File: src/rtl/drs_pkg.sv
// Shared types, register codes and reset constants for the deploy/retract sequencer.
package drs_pkg;

   localparam int CSR_INDEX_W = 3;
   localparam int CSR_DATA_W  = 20;

   localparam logic [CSR_INDEX_W-1:0] CSR_BUTTON_DEBOUNCE = 3'd0;
   localparam logic [CSR_INDEX_W-1:0] CSR_HALL_DEBOUNCE   = 3'd1;
   localparam logic [CSR_INDEX_W-1:0] CSR_WHEEL_LIMIT     = 3'd2;
   localparam logic [CSR_INDEX_W-1:0] CSR_SPOOL_LIMIT     = 3'd3;
   localparam logic [CSR_INDEX_W-1:0] CSR_INFLATE         = 3'd4;
   localparam logic [CSR_INDEX_W-1:0] CSR_DEFLATE         = 3'd5;
   localparam logic [CSR_INDEX_W-1:0] CSR_SETTLE          = 3'd6;

   localparam logic [2:0] PH_IDLE       = 3'd0;
   localparam logic [2:0] PH_EXT_MOTORS = 3'd1;
   localparam logic [2:0] PH_INFLATE    = 3'd2;
   localparam logic [2:0] PH_EXT_SETTLE = 3'd3;
   localparam logic [2:0] PH_RET_CLEAR  = 3'd4;
   localparam logic [2:0] PH_DEFLATE    = 3'd5;
   localparam logic [2:0] PH_RET_SETTLE = 3'd6;
   localparam logic [2:0] PH_RET_MOTORS = 3'd7;

   localparam logic [4:0] FANS_135 = 5'h15;
   localparam logic [4:0] FANS_35  = 5'h14;
   localparam logic [4:0] FANS_24  = 5'h0A;

   typedef struct packed {
      logic [15:0] button_debounce_ms;
      logic [15:0] hall_debounce_ms;
      logic [7:0]  wheel_pulse_limit;
      logic [7:0]  spool_pulse_limit;
      logic [19:0] inflate_ms;
      logic [19:0] deflate_ms;
      logic [15:0] settle_ms;
   } cfg_type;

   localparam cfg_type CFG_RESET = '{
      button_debounce_ms: 16'd50,
      hall_debounce_ms:   16'd500,
      wheel_pulse_limit:  8'd12,
      spool_pulse_limit:  8'd11,
      inflate_ms:         20'd35000,
      deflate_ms:         20'd70000,
      settle_ms:          16'd100
   };

   typedef struct packed {
      logic extend_level;
      logic retract_level;
      logic wheel_edge;
      logic spool_edge;
   } item_type;

   typedef struct packed {
      logic       wheel_forward;
      logic       wheel_reverse;
      logic       spool_forward;
      logic       spool_reverse;
      logic [4:0] fan_drive;
      logic       extend_lamp;
      logic       retract_lamp;
      logic       busy_res;
   } result_type;

endpackage

File: src/rtl/drs_csr.sv
// Configuration register file of the deploy/retract sequencer.
module drs_csr (
   input  logic                               clock,
   input  logic                               reset,
   input  logic                               csr_write,
   input  logic [drs_pkg::CSR_INDEX_W-1:0]    csr_index,
   input  logic [drs_pkg::CSR_DATA_W-1:0]     csr_data,
   output drs_pkg::cfg_type                   cfg
);
   import drs_pkg::*;

   cfg_type cfg_ff;
   cfg_type cfg_in;

   always_comb begin
      cfg_in = cfg_ff;
      if (csr_write) begin
         unique case (csr_index)
            CSR_BUTTON_DEBOUNCE: cfg_in.button_debounce_ms = csr_data[15:0];
            CSR_HALL_DEBOUNCE:   cfg_in.hall_debounce_ms   = csr_data[15:0];
            CSR_WHEEL_LIMIT:     cfg_in.wheel_pulse_limit  = csr_data[7:0];
            CSR_SPOOL_LIMIT:     cfg_in.spool_pulse_limit  = csr_data[7:0];
            CSR_INFLATE:         cfg_in.inflate_ms         = csr_data[19:0];
            CSR_DEFLATE:         cfg_in.deflate_ms         = csr_data[19:0];
            CSR_SETTLE:          cfg_in.settle_ms          = csr_data[15:0];
            default:             cfg_in = cfg_ff;
         endcase
      end
   end

   always_ff @(posedge clock) begin
      if (reset) begin
         cfg_ff <= CFG_RESET;
      end else begin
         cfg_ff <= cfg_in;
      end
   end

   assign cfg = cfg_ff;

endmodule

File: src/rtl/drs_core.sv
// Sequencer state and the one-tick update of timers, counters, lamps and phase.
module drs_core (
   input  logic                 clock,
   input  logic                 reset,
   input  logic                 step,
   input  drs_pkg::item_type    item,
   input  drs_pkg::cfg_type     cfg,
   output drs_pkg::result_type  result
);
   import drs_pkg::*;

   // Tick time and debounce stamps.
   logic [31:0] time_ff, time_in;
   logic [31:0] button_time_ff, button_time_in;
   logic [31:0] wheel_time_ff, wheel_time_in;
   logic [31:0] spool_time_ff, spool_time_in;
   // Buttons and lamps.
   logic        extend_prev_ff, extend_prev_in;
   logic        retract_prev_ff, retract_prev_in;
   logic        extend_led_ff, extend_led_in;
   logic        retract_led_ff, retract_led_in;
   // Sequence.
   logic [2:0]  phase_ff, phase_in;
   logic [19:0] phase_timer_ff, phase_timer_in;
   logic [7:0]  wheel_count_ff, wheel_count_in;
   logic [7:0]  spool_count_ff, spool_count_in;
   logic        wheel_run_ff, wheel_run_in;
   logic        spool_run_ff, spool_run_in;
   logic [15:0] wheel_stop_ff, wheel_stop_in;
   logic [15:0] spool_stop_ff, spool_stop_in;
   logic [4:0]  fan_ff, fan_in;
   logic        reverse_ff, reverse_in;

   logic [19:0] timer_inc;
   logic [19:0] stage_len;
   logic        stage_done;
   logic        button_ok;
   logic        extend_change;
   logic        retract_change;

   assign timer_inc = phase_timer_ff + 20'd1;

   always_comb begin
      case (phase_ff)
         PH_INFLATE: stage_len = cfg.inflate_ms;
         PH_DEFLATE: stage_len = cfg.deflate_ms;
         default:    stage_len = {4'd0, cfg.settle_ms};
      endcase
   end

   // A zero-length stage still takes one tick because the timer is bumped first.
   assign stage_done = (timer_inc >= stage_len);

   always_comb begin
      time_in         = time_ff + 32'd1;
      button_time_in  = button_time_ff;
      wheel_time_in   = wheel_time_ff;
      spool_time_in   = spool_time_ff;
      extend_prev_in  = extend_prev_ff;
      retract_prev_in = retract_prev_ff;
      extend_led_in   = extend_led_ff;
      retract_led_in  = retract_led_ff;
      phase_in        = phase_ff;
      phase_timer_in  = phase_timer_ff;
      wheel_count_in  = wheel_count_ff;
      spool_count_in  = spool_count_ff;
      wheel_run_in    = wheel_run_ff;
      spool_run_in    = spool_run_ff;
      wheel_stop_in   = wheel_stop_ff;
      spool_stop_in   = spool_stop_ff;
      fan_in          = fan_ff;
      reverse_in      = reverse_ff;

      // Hall edges are counted and toggle the lamps even while idle.
      if (item.wheel_edge && ((time_in - wheel_time_ff) > {16'd0, cfg.hall_debounce_ms})) begin
         wheel_time_in = time_in;
         if (wheel_count_ff != 8'hFF) begin
            wheel_count_in = wheel_count_ff + 8'd1;
         end
         extend_led_in = ~extend_led_ff;
      end
      if (item.spool_edge && ((time_in - spool_time_ff) > {16'd0, cfg.hall_debounce_ms})) begin
         spool_time_in = time_in;
         if (spool_count_ff != 8'hFF) begin
            spool_count_in = spool_count_ff + 8'd1;
         end
         retract_led_in = ~retract_led_ff;
      end

      unique case (phase_ff) inside
         PH_IDLE: begin
         end
         PH_EXT_MOTORS, PH_RET_MOTORS: begin
            // Each motor stops on its own, one settle time after its limit.
            if (wheel_run_ff && (wheel_count_in >= cfg.wheel_pulse_limit)) begin
               if (wheel_stop_ff != 16'hFFFF) begin
                  wheel_stop_in = wheel_stop_ff + 16'd1;
               end
               if (wheel_stop_in >= cfg.settle_ms) begin
                  wheel_run_in = 1'b0;
               end
            end
            if (spool_run_ff && (spool_count_in >= cfg.spool_pulse_limit)) begin
               if (spool_stop_ff != 16'hFFFF) begin
                  spool_stop_in = spool_stop_ff + 16'd1;
               end
               if (spool_stop_in >= cfg.settle_ms) begin
                  spool_run_in = 1'b0;
               end
            end
            if (!wheel_run_in && !spool_run_in) begin
               phase_timer_in = 20'd0;
               if (phase_ff == PH_EXT_MOTORS) begin
                  fan_in   = fan_ff | FANS_135;
                  phase_in = PH_INFLATE;
               end else begin
                  phase_in = PH_IDLE;
               end
            end
         end
         PH_INFLATE, PH_EXT_SETTLE, PH_RET_CLEAR, PH_DEFLATE, PH_RET_SETTLE: begin
            phase_timer_in = stage_done ? 20'd0 : timer_inc;
            if (stage_done) begin
               case (phase_ff)
                  PH_INFLATE: begin
                     fan_in   = fan_ff & ~FANS_35;
                     phase_in = PH_EXT_SETTLE;
                  end
                  PH_RET_CLEAR: begin
                     fan_in   = fan_ff | FANS_24;
                     phase_in = PH_DEFLATE;
                  end
                  PH_DEFLATE: begin
                     fan_in   = fan_ff & ~FANS_24;
                     phase_in = PH_RET_SETTLE;
                  end
                  PH_RET_SETTLE: begin
                     wheel_count_in = 8'd0;
                     spool_count_in = 8'd0;
                     wheel_run_in   = 1'b1;
                     spool_run_in   = 1'b1;
                     wheel_stop_in  = 16'd0;
                     spool_stop_in  = 16'd0;
                     reverse_in     = 1'b1;
                     phase_in       = PH_RET_MOTORS;
                  end
                  default: begin
                     phase_in = PH_IDLE;
                  end
               endcase
            end
         end
         default: begin
            phase_in = PH_IDLE;
         end
      endcase

      // Buttons share one stamp, so an accepted extend change blocks retract this tick.
      if (phase_in == PH_IDLE) begin
         if (extend_change) begin
            button_time_in = time_in;
            extend_prev_in = item.extend_level;
            if (!item.extend_level) begin
               if (extend_led_in) begin
                  extend_led_in  = 1'b0;
                  wheel_count_in = 8'd0;
                  spool_count_in = 8'd0;
                  wheel_run_in   = 1'b1;
                  spool_run_in   = 1'b1;
                  wheel_stop_in  = 16'd0;
                  spool_stop_in  = 16'd0;
                  reverse_in     = 1'b0;
                  phase_timer_in = 20'd0;
                  phase_in       = PH_EXT_MOTORS;
               end else begin
                  extend_led_in = 1'b1;
               end
            end
         end else if (retract_change) begin
            button_time_in  = time_in;
            retract_prev_in = item.retract_level;
            if (!item.retract_level) begin
               if (retract_led_in) begin
                  retract_led_in = 1'b0;
                  fan_in         = fan_in & ~FANS_135;
                  phase_timer_in = 20'd0;
                  phase_in       = PH_RET_CLEAR;
               end else begin
                  retract_led_in = 1'b1;
               end
            end
         end
      end
   end

   assign button_ok      = ((time_in - button_time_ff) > {16'd0, cfg.button_debounce_ms});
   assign extend_change  = button_ok && (item.extend_level != extend_prev_ff);
   assign retract_change = button_ok && (item.retract_level != retract_prev_ff);

   always_ff @(posedge clock) begin
      if (reset) begin
         time_ff         <= 32'd0;
         button_time_ff  <= 32'd0;
         wheel_time_ff   <= 32'd0;
         spool_time_ff   <= 32'd0;
         extend_prev_ff  <= 1'b0;
         retract_prev_ff <= 1'b0;
         extend_led_ff   <= 1'b0;
         retract_led_ff  <= 1'b0;
         phase_ff        <= PH_IDLE;
         phase_timer_ff  <= 20'd0;
         wheel_count_ff  <= 8'd0;
         spool_count_ff  <= 8'd0;
         wheel_run_ff    <= 1'b0;
         spool_run_ff    <= 1'b0;
         wheel_stop_ff   <= 16'd0;
         spool_stop_ff   <= 16'd0;
         fan_ff          <= 5'd0;
         reverse_ff      <= 1'b0;
      end else if (step) begin
         time_ff         <= time_in;
         button_time_ff  <= button_time_in;
         wheel_time_ff   <= wheel_time_in;
         spool_time_ff   <= spool_time_in;
         extend_prev_ff  <= extend_prev_in;
         retract_prev_ff <= retract_prev_in;
         extend_led_ff   <= extend_led_in;
         retract_led_ff  <= retract_led_in;
         phase_ff        <= phase_in;
         phase_timer_ff  <= phase_timer_in;
         wheel_count_ff  <= wheel_count_in;
         spool_count_ff  <= spool_count_in;
         wheel_run_ff    <= wheel_run_in;
         spool_run_ff    <= spool_run_in;
         wheel_stop_ff   <= wheel_stop_in;
         spool_stop_ff   <= spool_stop_in;
         fan_ff          <= fan_in;
         reverse_ff      <= reverse_in;
      end
   end

   assign result.wheel_forward = wheel_run_in && !reverse_in;
   assign result.wheel_reverse = wheel_run_in && reverse_in;
   assign result.spool_forward = spool_run_in && !reverse_in;
   assign result.spool_reverse = spool_run_in && reverse_in;
   assign result.fan_drive     = fan_in;
   assign result.extend_lamp   = extend_led_in;
   assign result.retract_lamp  = retract_led_in;
   assign result.busy_res      = (phase_in != PH_IDLE);

   // Motors only run inside a sequence.
   a_idle_motors_off: assert property (@(posedge clock) disable iff (reset)
      (phase_ff == PH_IDLE) |-> (!wheel_run_ff && !spool_run_ff))
      else $error("motor running while idle");

   // Fans two and four are on only during the deflate stage.
   a_fans24_deflate: assert property (@(posedge clock) disable iff (reset)
      (phase_ff != PH_DEFLATE) |-> (!fan_ff[1] && !fan_ff[3]))
      else $error("fans two or four on outside deflate");

endmodule

File: src/rtl/deploy_retract_sequencer.sv
// Top level of the deploy/retract sequencer: channel registers around the tick update.
//
// Usage:
//   One req_ word is one millisecond tick: the two button pin levels (0 = pressed)
//   and the two Hall falling-edge flags seen during that tick. Each accepted word
//   yields exactly one rsp_ word with the relay drives, fan outputs, lamp states
//   and the busy flag as they stand after that tick.
//   A req_ word is taken into the input register; it then updates the sequencer
//   state and its result word lands in the output register, so the result passes
//   through both registers in turn. One word per cycle is sustained while rsp_stall
//   is low; the whole tick update is a single register-to-register pass.
//   When rsp_stall is held, the finished word waits in the output register and
//   one more req_ word is still taken into the input register; req_stall then
//   rises until the output word is taken.
//   Registers are to be written through csr_write/csr_index/csr_data only while no
//   word is in flight, which the block does not enforce; an unknown index is ignored.
//   Synchronous reset empties both registers, clears all sequencer state and
//   loads the default register values.
module deploy_retract_sequencer (
   input  logic                            clock,
   input  logic                            reset,
   input  logic                            req_valid,
   output logic                            req_stall,
   input  logic                            req_extend_level,
   input  logic                            req_retract_level,
   input  logic                            req_wheel_edge,
   input  logic                            req_spool_edge,
   output logic                            rsp_valid,
   input  logic                            rsp_stall,
   output logic                            rsp_wheel_forward,
   output logic                            rsp_wheel_reverse,
   output logic                            rsp_spool_forward,
   output logic                            rsp_spool_reverse,
   output logic [4:0]                      rsp_fan_drive,
   output logic                            rsp_extend_lamp,
   output logic                            rsp_retract_lamp,
   output logic                            rsp_busy_res,
   input  logic                            csr_write,
   input  logic [drs_pkg::CSR_INDEX_W-1:0] csr_index,
   input  logic [drs_pkg::CSR_DATA_W-1:0]  csr_data
);
   import drs_pkg::*;

   cfg_type    cfg;
   item_type   item_ff;
   result_type result;
   result_type out_ff;
   logic       in_valid_ff, in_valid_in;
   logic       out_valid_ff, out_valid_in;
   logic       req_take;
   logic       step;

   // The held word moves on when the output register is free or being emptied.
   assign step      = in_valid_ff && (!out_valid_ff || !rsp_stall);
   assign req_stall = in_valid_ff && !step;
   assign req_take  = req_valid && !req_stall;

   always_comb begin
      in_valid_in = in_valid_ff;
      if (req_take) begin
         in_valid_in = 1'b1;
      end else if (step) begin
         in_valid_in = 1'b0;
      end
      out_valid_in = out_valid_ff;
      if (step) begin
         out_valid_in = 1'b1;
      end else if (!rsp_stall) begin
         out_valid_in = 1'b0;
      end
   end

   always_ff @(posedge clock) begin
      if (reset) begin
         in_valid_ff  <= 1'b0;
         out_valid_ff <= 1'b0;
      end else begin
         in_valid_ff  <= in_valid_in;
         out_valid_ff <= out_valid_in;
      end
   end

   always_ff @(posedge clock) begin
      if (req_take) begin
         item_ff.extend_level  <= req_extend_level;
         item_ff.retract_level <= req_retract_level;
         item_ff.wheel_edge    <= req_wheel_edge;
         item_ff.spool_edge    <= req_spool_edge;
      end
      if (step) begin
         out_ff <= result;
      end
   end

   drs_csr u_csr (
      .clock     (clock),
      .reset     (reset),
      .csr_write (csr_write),
      .csr_index (csr_index),
      .csr_data  (csr_data),
      .cfg       (cfg)
   );

   drs_core u_core (
      .clock  (clock),
      .reset  (reset),
      .step   (step),
      .item   (item_ff),
      .cfg    (cfg),
      .result (result)
   );

   assign rsp_valid         = out_valid_ff;
   assign rsp_wheel_forward = out_ff.wheel_forward;
   assign rsp_wheel_reverse = out_ff.wheel_reverse;
   assign rsp_spool_forward = out_ff.spool_forward;
   assign rsp_spool_reverse = out_ff.spool_reverse;
   assign rsp_fan_drive     = out_ff.fan_drive;
   assign rsp_extend_lamp   = out_ff.extend_lamp;
   assign rsp_retract_lamp  = out_ff.retract_lamp;
   assign rsp_busy_res      = out_ff.busy_res;

   a_step_gives_word: assert property (@(posedge clock) disable iff (reset)
      step |=> rsp_valid)
      else $error("processed word did not reach the output register");

   a_stall_needs_item: assert property (@(posedge clock) disable iff (reset)
      req_stall |-> in_valid_ff)
      else $error("input stalled with an empty input register");

   a_drain: assert property (@(posedge clock) disable iff (reset)
      (rsp_valid && !rsp_stall && !in_valid_ff) |=> !rsp_valid)
      else $error("output word repeated after it was taken");

endmodule
File: config.mk
export PLATFORM = sky130hd
export DESIGN_NAME = deploy_retract_sequencer
export DESIGN_NICKNAME = d
export VERILOG_FILES = /design/src/rtl/drs_pkg.sv /design/src/rtl/drs_csr.sv /design/src/rtl/drs_core.sv /design/src/rtl/deploy_retract_sequencer.sv
export SDC_FILE = /design/constraint.sdc
export NUM_CORES = 1
export LEC_CHECK = 0
export ABC_AREA = 1
export ABC_CLOCK_PERIOD_IN_PS = 6600
export BUFFER_PORTS_ARGS = -buffer_cell sky130_fd_sc_hd__buf_2
export CAP_MARGIN = 20
export CORE_MARGIN = 2
export CORE_UTILIZATION = 45
export CTS_BUF_LIST = sky130_fd_sc_hd__clkbuf_8
export DETAILED_ROUTE_END_ITERATION = 12
export GPL_TIMING_DRIVEN = 0
export RECOVER_POWER = 100
export SLEW_MARGIN = 20
export SYNTH_ARGS = -nofsm -noshare
export SYNTH_HDL_FRONTEND = slang
export SYNTH_HIERARCHICAL = 1
export SYNTH_SLANG_ARGS = --single-unit
File: constraint.sdc
create_clock -name clock -period 6.6 [get_ports clock]
set_input_delay 1.32 -clock clock [delete_from_list [all_inputs] [get_ports clock]]
set_output_delay 1.32 -clock clock [all_outputs]
set_load 0.03 [all_outputs]
# After elaboration in Yosys (flattened, before gate mapping)
# Index checks and enable logic that the tools add are counted.
dict set report totals {
  output_inout_bits 14
  regBits 333
  elab_cells 238
  inputBits 32
}
dict set report classes {
  n_lt_le_gt_ge 8
  n_bitwise 3
  n_addsub 9
  n_reduce_logical 42
  n_eq_ne 20
  muxes 117
}
# cell count
set ops {}
lappend ops {{16-bit 2-to-1 mux} 20}
lappend ops {{20-bit 2-to-1 mux} 9}
lappend ops {{8-bit 2-to-1 mux} 18}
lappend ops {{32-bit by 16-bit > comparator with 1-bit output} 3}
lappend ops {{32-bit subtractor} 3}
lappend ops {{20-bit one-hot mux with 2 select lines} 2}
lappend ops {{32-bit 2-to-1 mux} 2}
lappend ops {{16-bit one-hot mux with 2 select lines} 2}
lappend ops {{1-bit 2-to-1 mux} 40}
lappend ops {{5-bit 2-to-1 mux} 8}
lappend ops {{16-bit by 1-bit adder with 16-bit output (second input constant)} 2}
lappend ops {{32-bit by 1-bit adder with 32-bit output (second input constant)} 1}
lappend ops {{16-bit greater-or-equal comparator} 2}
lappend ops {{16-bit != test (second input constant)} 2}
lappend ops {{3-bit 2-to-1 mux} 9}
lappend ops {{3-bit == test (second input constant)} 7}
lappend ops {{20-bit by 1-bit adder with 20-bit output (second input constant)} 1}
lappend ops {{20-bit greater-or-equal comparator} 1}
lappend ops {{2-bit AND reduction} 9}
lappend ops {{8-bit by 1-bit adder with 8-bit output (second input constant)} 2}
lappend ops {{8-bit greater-or-equal comparator} 2}
lappend ops {{8-bit != test (second input constant)} 2}
lappend ops {{5-bit one-hot mux with 3 select lines} 1}
lappend ops {{1-bit logical AND} 14}
lappend ops {{other kinds (19)} 37}

# Depth between registers and ports, before layout
# Gate-level depths: netlist (run 1).
dict set report depth {
  word_depth 23
  mapped_depth 55
  ltp_nobuf 53
}

# Cells and area by module
# Netlist (run 1), hierarchy kept.
# mod seq_area_each_um2 area_per_inst_um2 cells_per_inst instances
set modules_own_cells {}
lappend modules_own_cells {drs_core 4224.1 22686.8 3953 1}
lappend modules_own_cells {drs_csr 2082.0 4043.9 574 1}
lappend modules_own_cells {deploy_retract_sequencer 520.5 571.8 28 1}

# Least setup slack after synthesis (run 1)
# Ideal clock, no wire load.
dict set report synth_timing {
  path_kind {register to register}
  start {reg u_core.time_ff[0]}
  end {reg out_ff (netlist bit rsp_extend_lamp), data pin}
  arrival_time_ns 6.042
  required_ns 6.349
  path_slack_ns 0.307
  path_buffers 3
  period_less_slack_ns 6.293
  setup_ns 0.251
  path_stages_with_launch 53
  cell_sequence {dfxtp_1 ha_1 nand3_1 nor2_1 nand2_1 nor2_1 inv_1 o21ai_0 inv_1 ha_1 nand2_1 nor2_1 nand2_1 nand2_1 inv_1 nand2_1 xor2_1 ha_1 [17 not listed] ha_1 nand2_1 nor2_1 nand4_1 nand3_1 nand2_1 nand2_1 nand2_1 nand2_2 nand2_1 nor2_1 nand2_1 nor2_1 nand3_2 buf_2 nand2_1 inv_1 buf_4}
}
dict set report synth_between {
  elab_chain_len 15
  elab_cells_between_ends 31
  classes_between {add/sub (4); order compare (5); mux (13); reduce/logical (9)}
}
# item line_no
set synth_rtl {}
lappend synth_rtl {{start: declaration} drs_core.sv:13} ;# logic [31:0] time_ff, time_in;
lappend synth_rtl {{start signal: assignment} drs_core.sv:221} ;# time_ff <= time_in;
lappend synth_rtl {{32-bit by 1-bit adder with 32-bit output *} drs_core.sv:55} ;# time_in = time_ff + 32'd1;
lappend synth_rtl {{via u_core.time_in[12]} drs_core.sv:13}
lappend synth_rtl {{32-bit subtractor (on tied branches)} {drs_core.sv:75, drs_core.sv:82}}
lappend synth_rtl {{32-bit by 16-bit > comparator with 1-bit output (on tied branches)} {drs_core.sv:75, drs_core.sv:82}}
lappend synth_rtl {{1-bit logical AND (on tied branches)} {drs_core.sv:75, drs_core.sv:82}}
lappend synth_rtl {{8-bit 2-to-1 mux (on tied branches)} {drs_core.sv:75, drs_core.sv:82}}
lappend synth_rtl {{8-bit greater-or-equal comparator (on tied branches)} {drs_core.sv:95, drs_core.sv:103}}
lappend synth_rtl {{1-bit logical AND (on tied branches)} {drs_core.sv:95, drs_core.sv:103}}
lappend synth_rtl {{1-bit 2-to-1 mux (on tied branches)} {drs_core.sv:95, drs_core.sv:103}}
lappend synth_rtl {{1-bit 2-to-1 mux} drs_core.sv:90} ;# unique case (phase_ff) inside
lappend synth_rtl {{1-bit logical NOT} drs_core.sv:111} ;# if (!wheel_run_in && !spool_run_in) begin
lappend synth_rtl {{1-bit logical AND} drs_core.sv:111}
lappend synth_rtl {{3-bit 2-to-1 mux} drs_core.sv:111}
lappend synth_rtl {{3-bit one-hot mux with 3 select lines} drs_core.sv:90}
lappend synth_rtl {{3-bit logical NOT} drs_core.sv:159} ;# if (phase_in == PH_IDLE) begin
lappend synth_rtl {{1-bit 2-to-1 mux *} drs_core.sv:159}
lappend synth_rtl {{via u_core.extend_led_in} drs_core.sv:20} ;# logic extend_led_ff, extend_led_in;
lappend synth_rtl {{end signal: assignment} deploy_retract_sequencer.sv:91} ;# out_ff <= result;
lappend synth_rtl {{end: declaration} deploy_retract_sequencer.sv:47} ;# result_type out_ff;
# The timed path passes the listed nets; every way through them passes the cells marked *. The select of a mux whose other input is x is not followed.
# A chain may end at the register's enable or synchronous reset.

==> results of run 1 <==
[state kept, by name, indices dropped and copies added (netlist names), 3 cells and up]
signal and flops:
u_core/wheel_stop_ff 16, u_core/spool_time_ff 32, rsp_fan_drive 5, u_core/button_time_ff 32
u_core/fan_ff 5, u_core/spool_count_ff 8, u_core/spool_stop_ff 16, u_core/phase_ff 3
u_core/wheel_time_ff 32, u_core/phase_timer_ff 20, u_core/time_ff 32, u_core/wheel_count_ff 8
u_csr/cfg 104, item_ff 4
[metrics by stage]
stage	power, mW	instance area, um2	utilization (%)	TNS [ns]	hold slack, ns
after global placement	4.85	28500	47.4	-276.10	0.439
final	7.44	33200	55.1	0	0.449
after CTS	7.15	31200	51.9	0	0.451
after detailed placement	4.86	28600	47.6	-257.47	0.441
after global routing	7.94	33200	55.1	-27.93	0.475
after floorplan	4.15	27300	-	0	0.427
[synthesized netlist by cell type, types with 4 or more instances]
master    instances
nand2_1        1351
inv_1           751
nor2_1          506
nand3_1         333
dfxtp_1         317
a21oi_1         316
ha_1            215
o21ai_0         170
xor2_1          100
clkbuf_1         81
nand4_1          56
nor3_1           56
o211ai_1         41
buf_2            32
a211oi_1         16
buf_1            16
edfxtp_1         16
a31oi_1          14
nand2_2          14
nand3b_1         14
and2_1           13
o21bai_1         13
buf_4            12
o221ai_1         12
nor2_4            8
o21a_1            7
xnor2_1           7
nor4_1            6
o31ai_1           6
inv_2             5
or2_2             5
a22oi_1           4
buf_6             4
nand3_2           4
nor2_2            4
[metal layers]
metal | global-route usage [%] | vias to the layer above | wire [um]
li1 | - | 14900 | -
met1 | 42.8 | 13300 | 45400
met2 | 45.8 | 1129 | 42000
met3 | 4.85 | 199 | 7920
met4 | 13.7 | 0 | 4580
met5 | 0 | - | 0
[report_power, final]
part           switching [mW]  internal, mW
registers              0.0811          2.14
clock network            1.01          1.13
logic                    2.02          1.06
[what timing repair did]
action / CTS / global route
pin swaps: 41 / 118
buffers inserted: 51 / 49
endpoints found under the setup margin: 123 / 123
hold buffers: 0 / 0
gates cloned: 2 / 9
resized for setup: 176 / 383
[cell families (layout without fill, tap and decap cells)]
logic type	count (synthesis)	in the layout
simple gates	2381	2382
buf+inv	903	1168
compound gates	613	613
flops	333	333
fa+ha+maj	218	218
xor+xnor	107	107
other cells	0	1
[area by class of cell]
class                           instances  area share (%)
Inverter                              758            8.73
Tap cell                              782            2.95
Multi-Input combinational cell       3320            57.5
Buffer                                140            2.30
Antenna cell                            1         0.00755
Sequential cell                       333            20.6
Clock inverter                         38           0.781
Timing Repair Buffer                  156            3.94
Clock buffer                           76            3.15
[worst paths after layout]
check                                        startpoint                       to  slack (ns)
worst max-delay path                  u_core/time_ff[0]             rsp_busy_res        0.05
worst min-delay path            u_core/spool_time_ff[0]  u_core/spool_time_ff[0]        0.45
worst max register to register        u_core/time_ff[0]             rsp_busy_res        0.05
worst min register to register  u_core/spool_time_ff[0]  u_core/spool_time_ff[0]        0.45
[worst max-delay path, delay by kind of cell (launching register included)]
| kind | cells | cell delay, ns |
|---|---|---|
| adder cells (fa/ha/maj) | 4 | 0.88 |
| buffers and inverters | 8 | 0.88 |
| flip-flops | 1 | 0.40 |
| XOR/XNOR | 1 | 0.16 |
| AND/OR/NAND/NOR | 34 | 3.49 |
| AO/OA/AOI/OAI | 3 | 0.46 |
==> results.md, run 1 <==
- Reg2Reg Depth: 50
- Via Count: around 30,000
- Max cap viols: 1
- Pwr Density: roughly 220 nW/um2
- First-pass GRT wire length: roughly 150 mm
- Clk_lat worst skew: between 0.7 and 0.8 ns
- Post-synth EDFFs: 16
- Final setup fails: 0
- Synth Area in XOR/XNOR: under 10%
- Die Area: 62,700 um2
- Yosys top cell area share: 23.2%
- Clock transition at path regs: 0.07 ns
- Adder-Cell Fraction of Synth Area: between 10% and 20%
- Initial Util: a little under half
- Final Net Count: 5,020
- Worst-path maximum fanout: 6
- Worst Hold Depth: 2
- Worst slew pin tran: approximately 1.5 ns
- Placed insts: approximately 5,400
- Worst hold-check path type: flop to flop
- Antenna Nets Post-Route: 0
- Root buffer cell: clkbuf_8
- Clock sink count: 333
- PnR worst setup slack: roughly 0.054 ns
- Mux contribution to synthesized area: 0%
- Quantity of I/O buffers inserted on ports: 45
- Pin count of the biggest net entering global routing: 19
- Pre-CTS setup slack: -2.35 ns
- H-Tree Depth: 2
- GRT overflow: 0
- Post-Syn Nets: between 4,000 and 5,000
- Wirelength per Cell: between 15 and 20 um
- Area Overhead vs Synth: 21.4%
- Most frequent cells in the layout: nand2_1 (1,236), inv_1 (737), nor2_1 (462), dfxtp_1 (309), nand3_1 (306)
- Simple-gate area share of the yosys netlist: around 36%
- Die width: around 250 um
- Vias in the first global route: 26,600
- Synth top area cells: dfxtp_1 (23%), nand2_1 (19%), inv_1 (10%)
- Hold Violations, Final: 0
- Crit start category: flop
- Gr usage total: just over 30%
- Fill cells: 6,155
- Failing checks: capacitance limit, slew limit
- DRC viols: 0
- Length of the first detailed-routing pass in iterations: 6
- Clock Path Buffers: 3
- Rows: 90
- Initial antenna violation count: 1
- Leading area contributor after synthesis: dfxtp_1
- Cell count after synthesis: 4,555
- Die Y: approximately 250 um
- Largest stage delay, worst path: approximately 0.4 ns
- WP data required: a little over 7 ns
- Post-layout min period: 6.55 ns
- Status: finished with violations
- Crit path DAT: 7.01 ns
- Hpwl dp: 74.4 mm
- Non-filler cells, final: approximately 5,600
- Synth Area in Compound Gates: 12.4%
- Critical Path End Type: flop
- Total clock buffers created by CTS: 61
- IO Count: between 40 and 50
- Most common cell after layout, fill and taps aside: nand2_1
- Final Wtd Congestion: 0.974
- Layout cells sized above 1: ~14%
- Core ar.: between 60,000 and 70,000 um2
- Ys Warns: 6
- Ys flop type: dfxtp_1
- Asr flop ratio synth: 0%
- Yosys cell types: 51
- RSZ-0062 raised after global routing: true
- Multi-input logic area: ~19,000 um2
- Synthesis-stage register bit count: between 300 and 400
- Clock skew: ~0.046 ns
- Largest family of logic cells by synthesized area: simple AND/OR/NAND/NOR gates
- Crit-path most repeated cell: nand2_4
- Setup CP Type: flop to flop
- Average size of a mapped cell: roughly 6.0 um2
- 1st-iter DRT viols: around 2,500
- Worst vdd ir: 170 uV
- CTS tree: done
- Sequential area share after synthesis: between 20% and 30%
- Sequential standard cell area: 6840 um2
- Final slew viol count: 17
- Crit-path slowest cell: dfxtp_4
- Vias per cell: 5.27
- Slew headroom: -2.10%
- Final Cycle Share: between 90 and 100%
- Leak: ~16 nW
- Fmax: between 150 and 200 MHz
- Total Routed Length: between 90 and 100 mm
- Mapped cell area: approximately 27,000 um2
No activity file was read; power rests on OpenSTA's default activity.
==> inputs of run 2 (changes only) <==
--- a/config.mk
+++ b/config.mk
@@ -8,14 +8,11 @@
 export ABC_AREA = 1
 export ABC_CLOCK_PERIOD_IN_PS = 6600
 export BUFFER_PORTS_ARGS = -buffer_cell sky130_fd_sc_hd__buf_2
-export CAP_MARGIN = 20
 export CORE_MARGIN = 2
 export CORE_UTILIZATION = 45
 export CTS_BUF_LIST = sky130_fd_sc_hd__clkbuf_8
 export DETAILED_ROUTE_END_ITERATION = 12
-export GPL_TIMING_DRIVEN = 0
 export RECOVER_POWER = 100
-export SLEW_MARGIN = 20
 export SYNTH_ARGS = -nofsm -noshare
 export SYNTH_HDL_FRONTEND = slang
 export SYNTH_HIERARCHICAL = 1
==> results.md, run 2 (synthesis results as in run 1) <==
- R2R Setup Slk: 0.27 ns
- Worst hold-check path type: flop to flop
- Clock sink count: approximately 330
- Wirelength per Cell: between 15 and 20 um
- Antenna Nets Post-Route: 0
- Die Area: between 60,000 and 70,000 um2
- CTS tree: done
- Crit start category: flop
- Clock skew: 0.0692 ns
- H-Tree Depth: 3
- Quantity of I/O buffers inserted on ports: 45
- Setup TNS: 0 ns
- Initial Util: a little under half
- Final Wtd Congestion: between 0.9 and 1
- CP Buf/Inv Count: 8
- Total clock buffers created by CTS: 68
- Worst R2R Start: u_core/time_ff[0]
- Reg2Reg Depth: 47
- 1st-iter DRT viols: around 2,500
- First-pass GRT wire length: between 100 and 150 mm
- Vias per cell: about 5
- Worst vdd ir: 141 uV
- Hold Violations, Final: 0
- Worst Hold Depth: 2
- Via Count: roughly 29,000
- Most common cell after layout, fill and taps aside: nand2_1
- Crit path DAT: 6.92 ns
- Initial antenna violation count: 7
- DRC viols: 0
- Clock transition at path regs: about 0.060 ns
- Area Overhead vs Synth: 16.0%
- Largest stage delay, worst path: between 0.3 and 0.4 ns
- Max cap viols: 4
- Leak: around 16 nW
- Pin count of the biggest net entering global routing: 96
- Vias in the first global route: between 20,000 and 30,000
- Slew headroom: -129%
- Root buffer cell: clkbuf_8
- Crit-path most repeated cell: nand2_1
- Total Routed Length: between 80 and 90 mm
- Clock Path Buffers: 3
- Hold Crit Start: u_core/spool_time_ff[16]
- GRT overflow: 0
- Status: finished with violations
- Clk_lat worst skew: approximately 0.70 ns
- Failing checks: capacitance limit, slew limit
- Final Cycle Share: 95.9%
- Core ar.: about 60,000 um2
- Pwr Density: ~230 nW/um2
- Crit-path slowest cell: dfxtp_2
- Layout cells sized above 1: approximately 11%
- WP data required: 7.19 ns
- Max reg flops: ~100
- Worst-path maximum fanout: 8
- Sequential standard cell area: ~6800 um2
- Fill cells: between 6,000 and 7,000
- Final slew viol count: roughly 230
- Worst slew pin tran: roughly 3.4 ns
- IO Count: 46
- Length of the first detailed-routing pass in iterations: 6
- Top delay family on crit path: simple AND/OR/NAND/NOR gates
- Rows: 90
- Hpwl dp: ~66 mm
- Die Y: ~250 um
- Post-layout min period: roughly 6.3 ns
- Setup CP Type: flop to flop
- Hold Path Sink: u_core/spool_time_ff[16]
- Die width: about 250 um
- Final Net Count: between 4,000 and 5,000
- RR Endpoint: u_core/button_time_ff[17]
- Multi-input logic area: roughly 18,000 um2
- Worst hold margin: 0.458 ns
- Final setup fails: 0
- Fmax: 158 MHz
- Most frequent cells in the layout: nand2_1 (1,306), inv_1 (748), nor2_1 (470), nand3_1 (323), dfxtp_1 (311)
- Critical Path End Type: flop
- Gr usage total: between 20% and 30%
## run 2: cell types whose count changed in the layout (fill, tap and decap cells not counted), sizes merged
cell / before / now
buf: 180 / 197
clkbuf: 192 / 104
clkinv: 20 / 18
inv: 765 / 773
clkinvlp: 9 / 5
nand2: 1369 / 1370
## run 2: layout make-up
type | count | share of cell area, %
diodes | 1 | 0.00790
clock buffers | 82 | 3.56
clock inverters | 40 | 0.897
inverters | 758 | 9.01
multi-input cells | 3321 | 56.5
flip-flops and latches | 333 | 21.6
well taps | 782 | 3.09
repair buffers | 219 | 5.34
## run 2: stage by stage
stage | worst slack [ns] | util, % | cells | instance area [um2] | power, mW
floorplan | 0.307 | - | 4555 | 27300 | 4.15
global placement | 0.0755 | 48.2 | 5378 | 29000 | 4.92
detailed placement | -0.127 | 48.2 | 5378 | 29000 | 4.93
CTS | 0.0151 | 50.6 | 5500 | 30400 | 7.24
global route | -0.118 | 52.7 | 5536 | 31700 | 7.93
finish | 0.272 | 52.7 | 5536 | 31700 | 7.42
## run 2: report_power, final
group,switching (mW),internal (mW),total [mW]
Combinational,1.88,1.03,2.91
Sequential,0.0832,2.14,2.22
Clock,1.06,1.23,2.28
## run 2: worst min-delay path, delay by kind of cell, from the launching register on
family	cells	cell delay (ns)
AO/OA/AOI/OAI	1	0.05
flip-flops	1	0.30
buffers and inverters	1	0.06
## run 2: worst max path at each step
stage,start,endpoint,slack (ns),cells past startpoint
CTS,u_core/time_ff[0],u_core/button_time_ff[27],0.02,49
global route,u_core/time_ff[1],u_core/button_time_ff[28],-0.12,48
global placement,u_core/time_ff[0],rsp_spool_forward,0.08,46
finish,u_core/time_ff[0],u_core/button_time_ff[17],0.27,47
floorplan,u_core/time_ff[0],rsp_extend_lamp,0.31,52
detailed placement,u_core/time_ff[0],u_core/phase_timer_ff[4],-0.13,46
## run 2: routing by layer
layer / track usage [%] / part of all wire (%) / vias to the layer above
met5: 0 / 0.016 / -
met4: 6.96 / 2.0 / 2
met3: 4.24 / 6.8 / 112
met2: 40.9 / 42 / 777
met1: 40.7 / 49 / 12900
li1: - / - / 14700
## run 2: repair_timing
action                                  4_1_cts  5_1_grt
hold buffers                                  0        0
endpoints found under the setup margin      118      123
buffers inserted                              0       26
resized for setup                             7      216
cloned                                        0        9
pin swaps                                     0       63
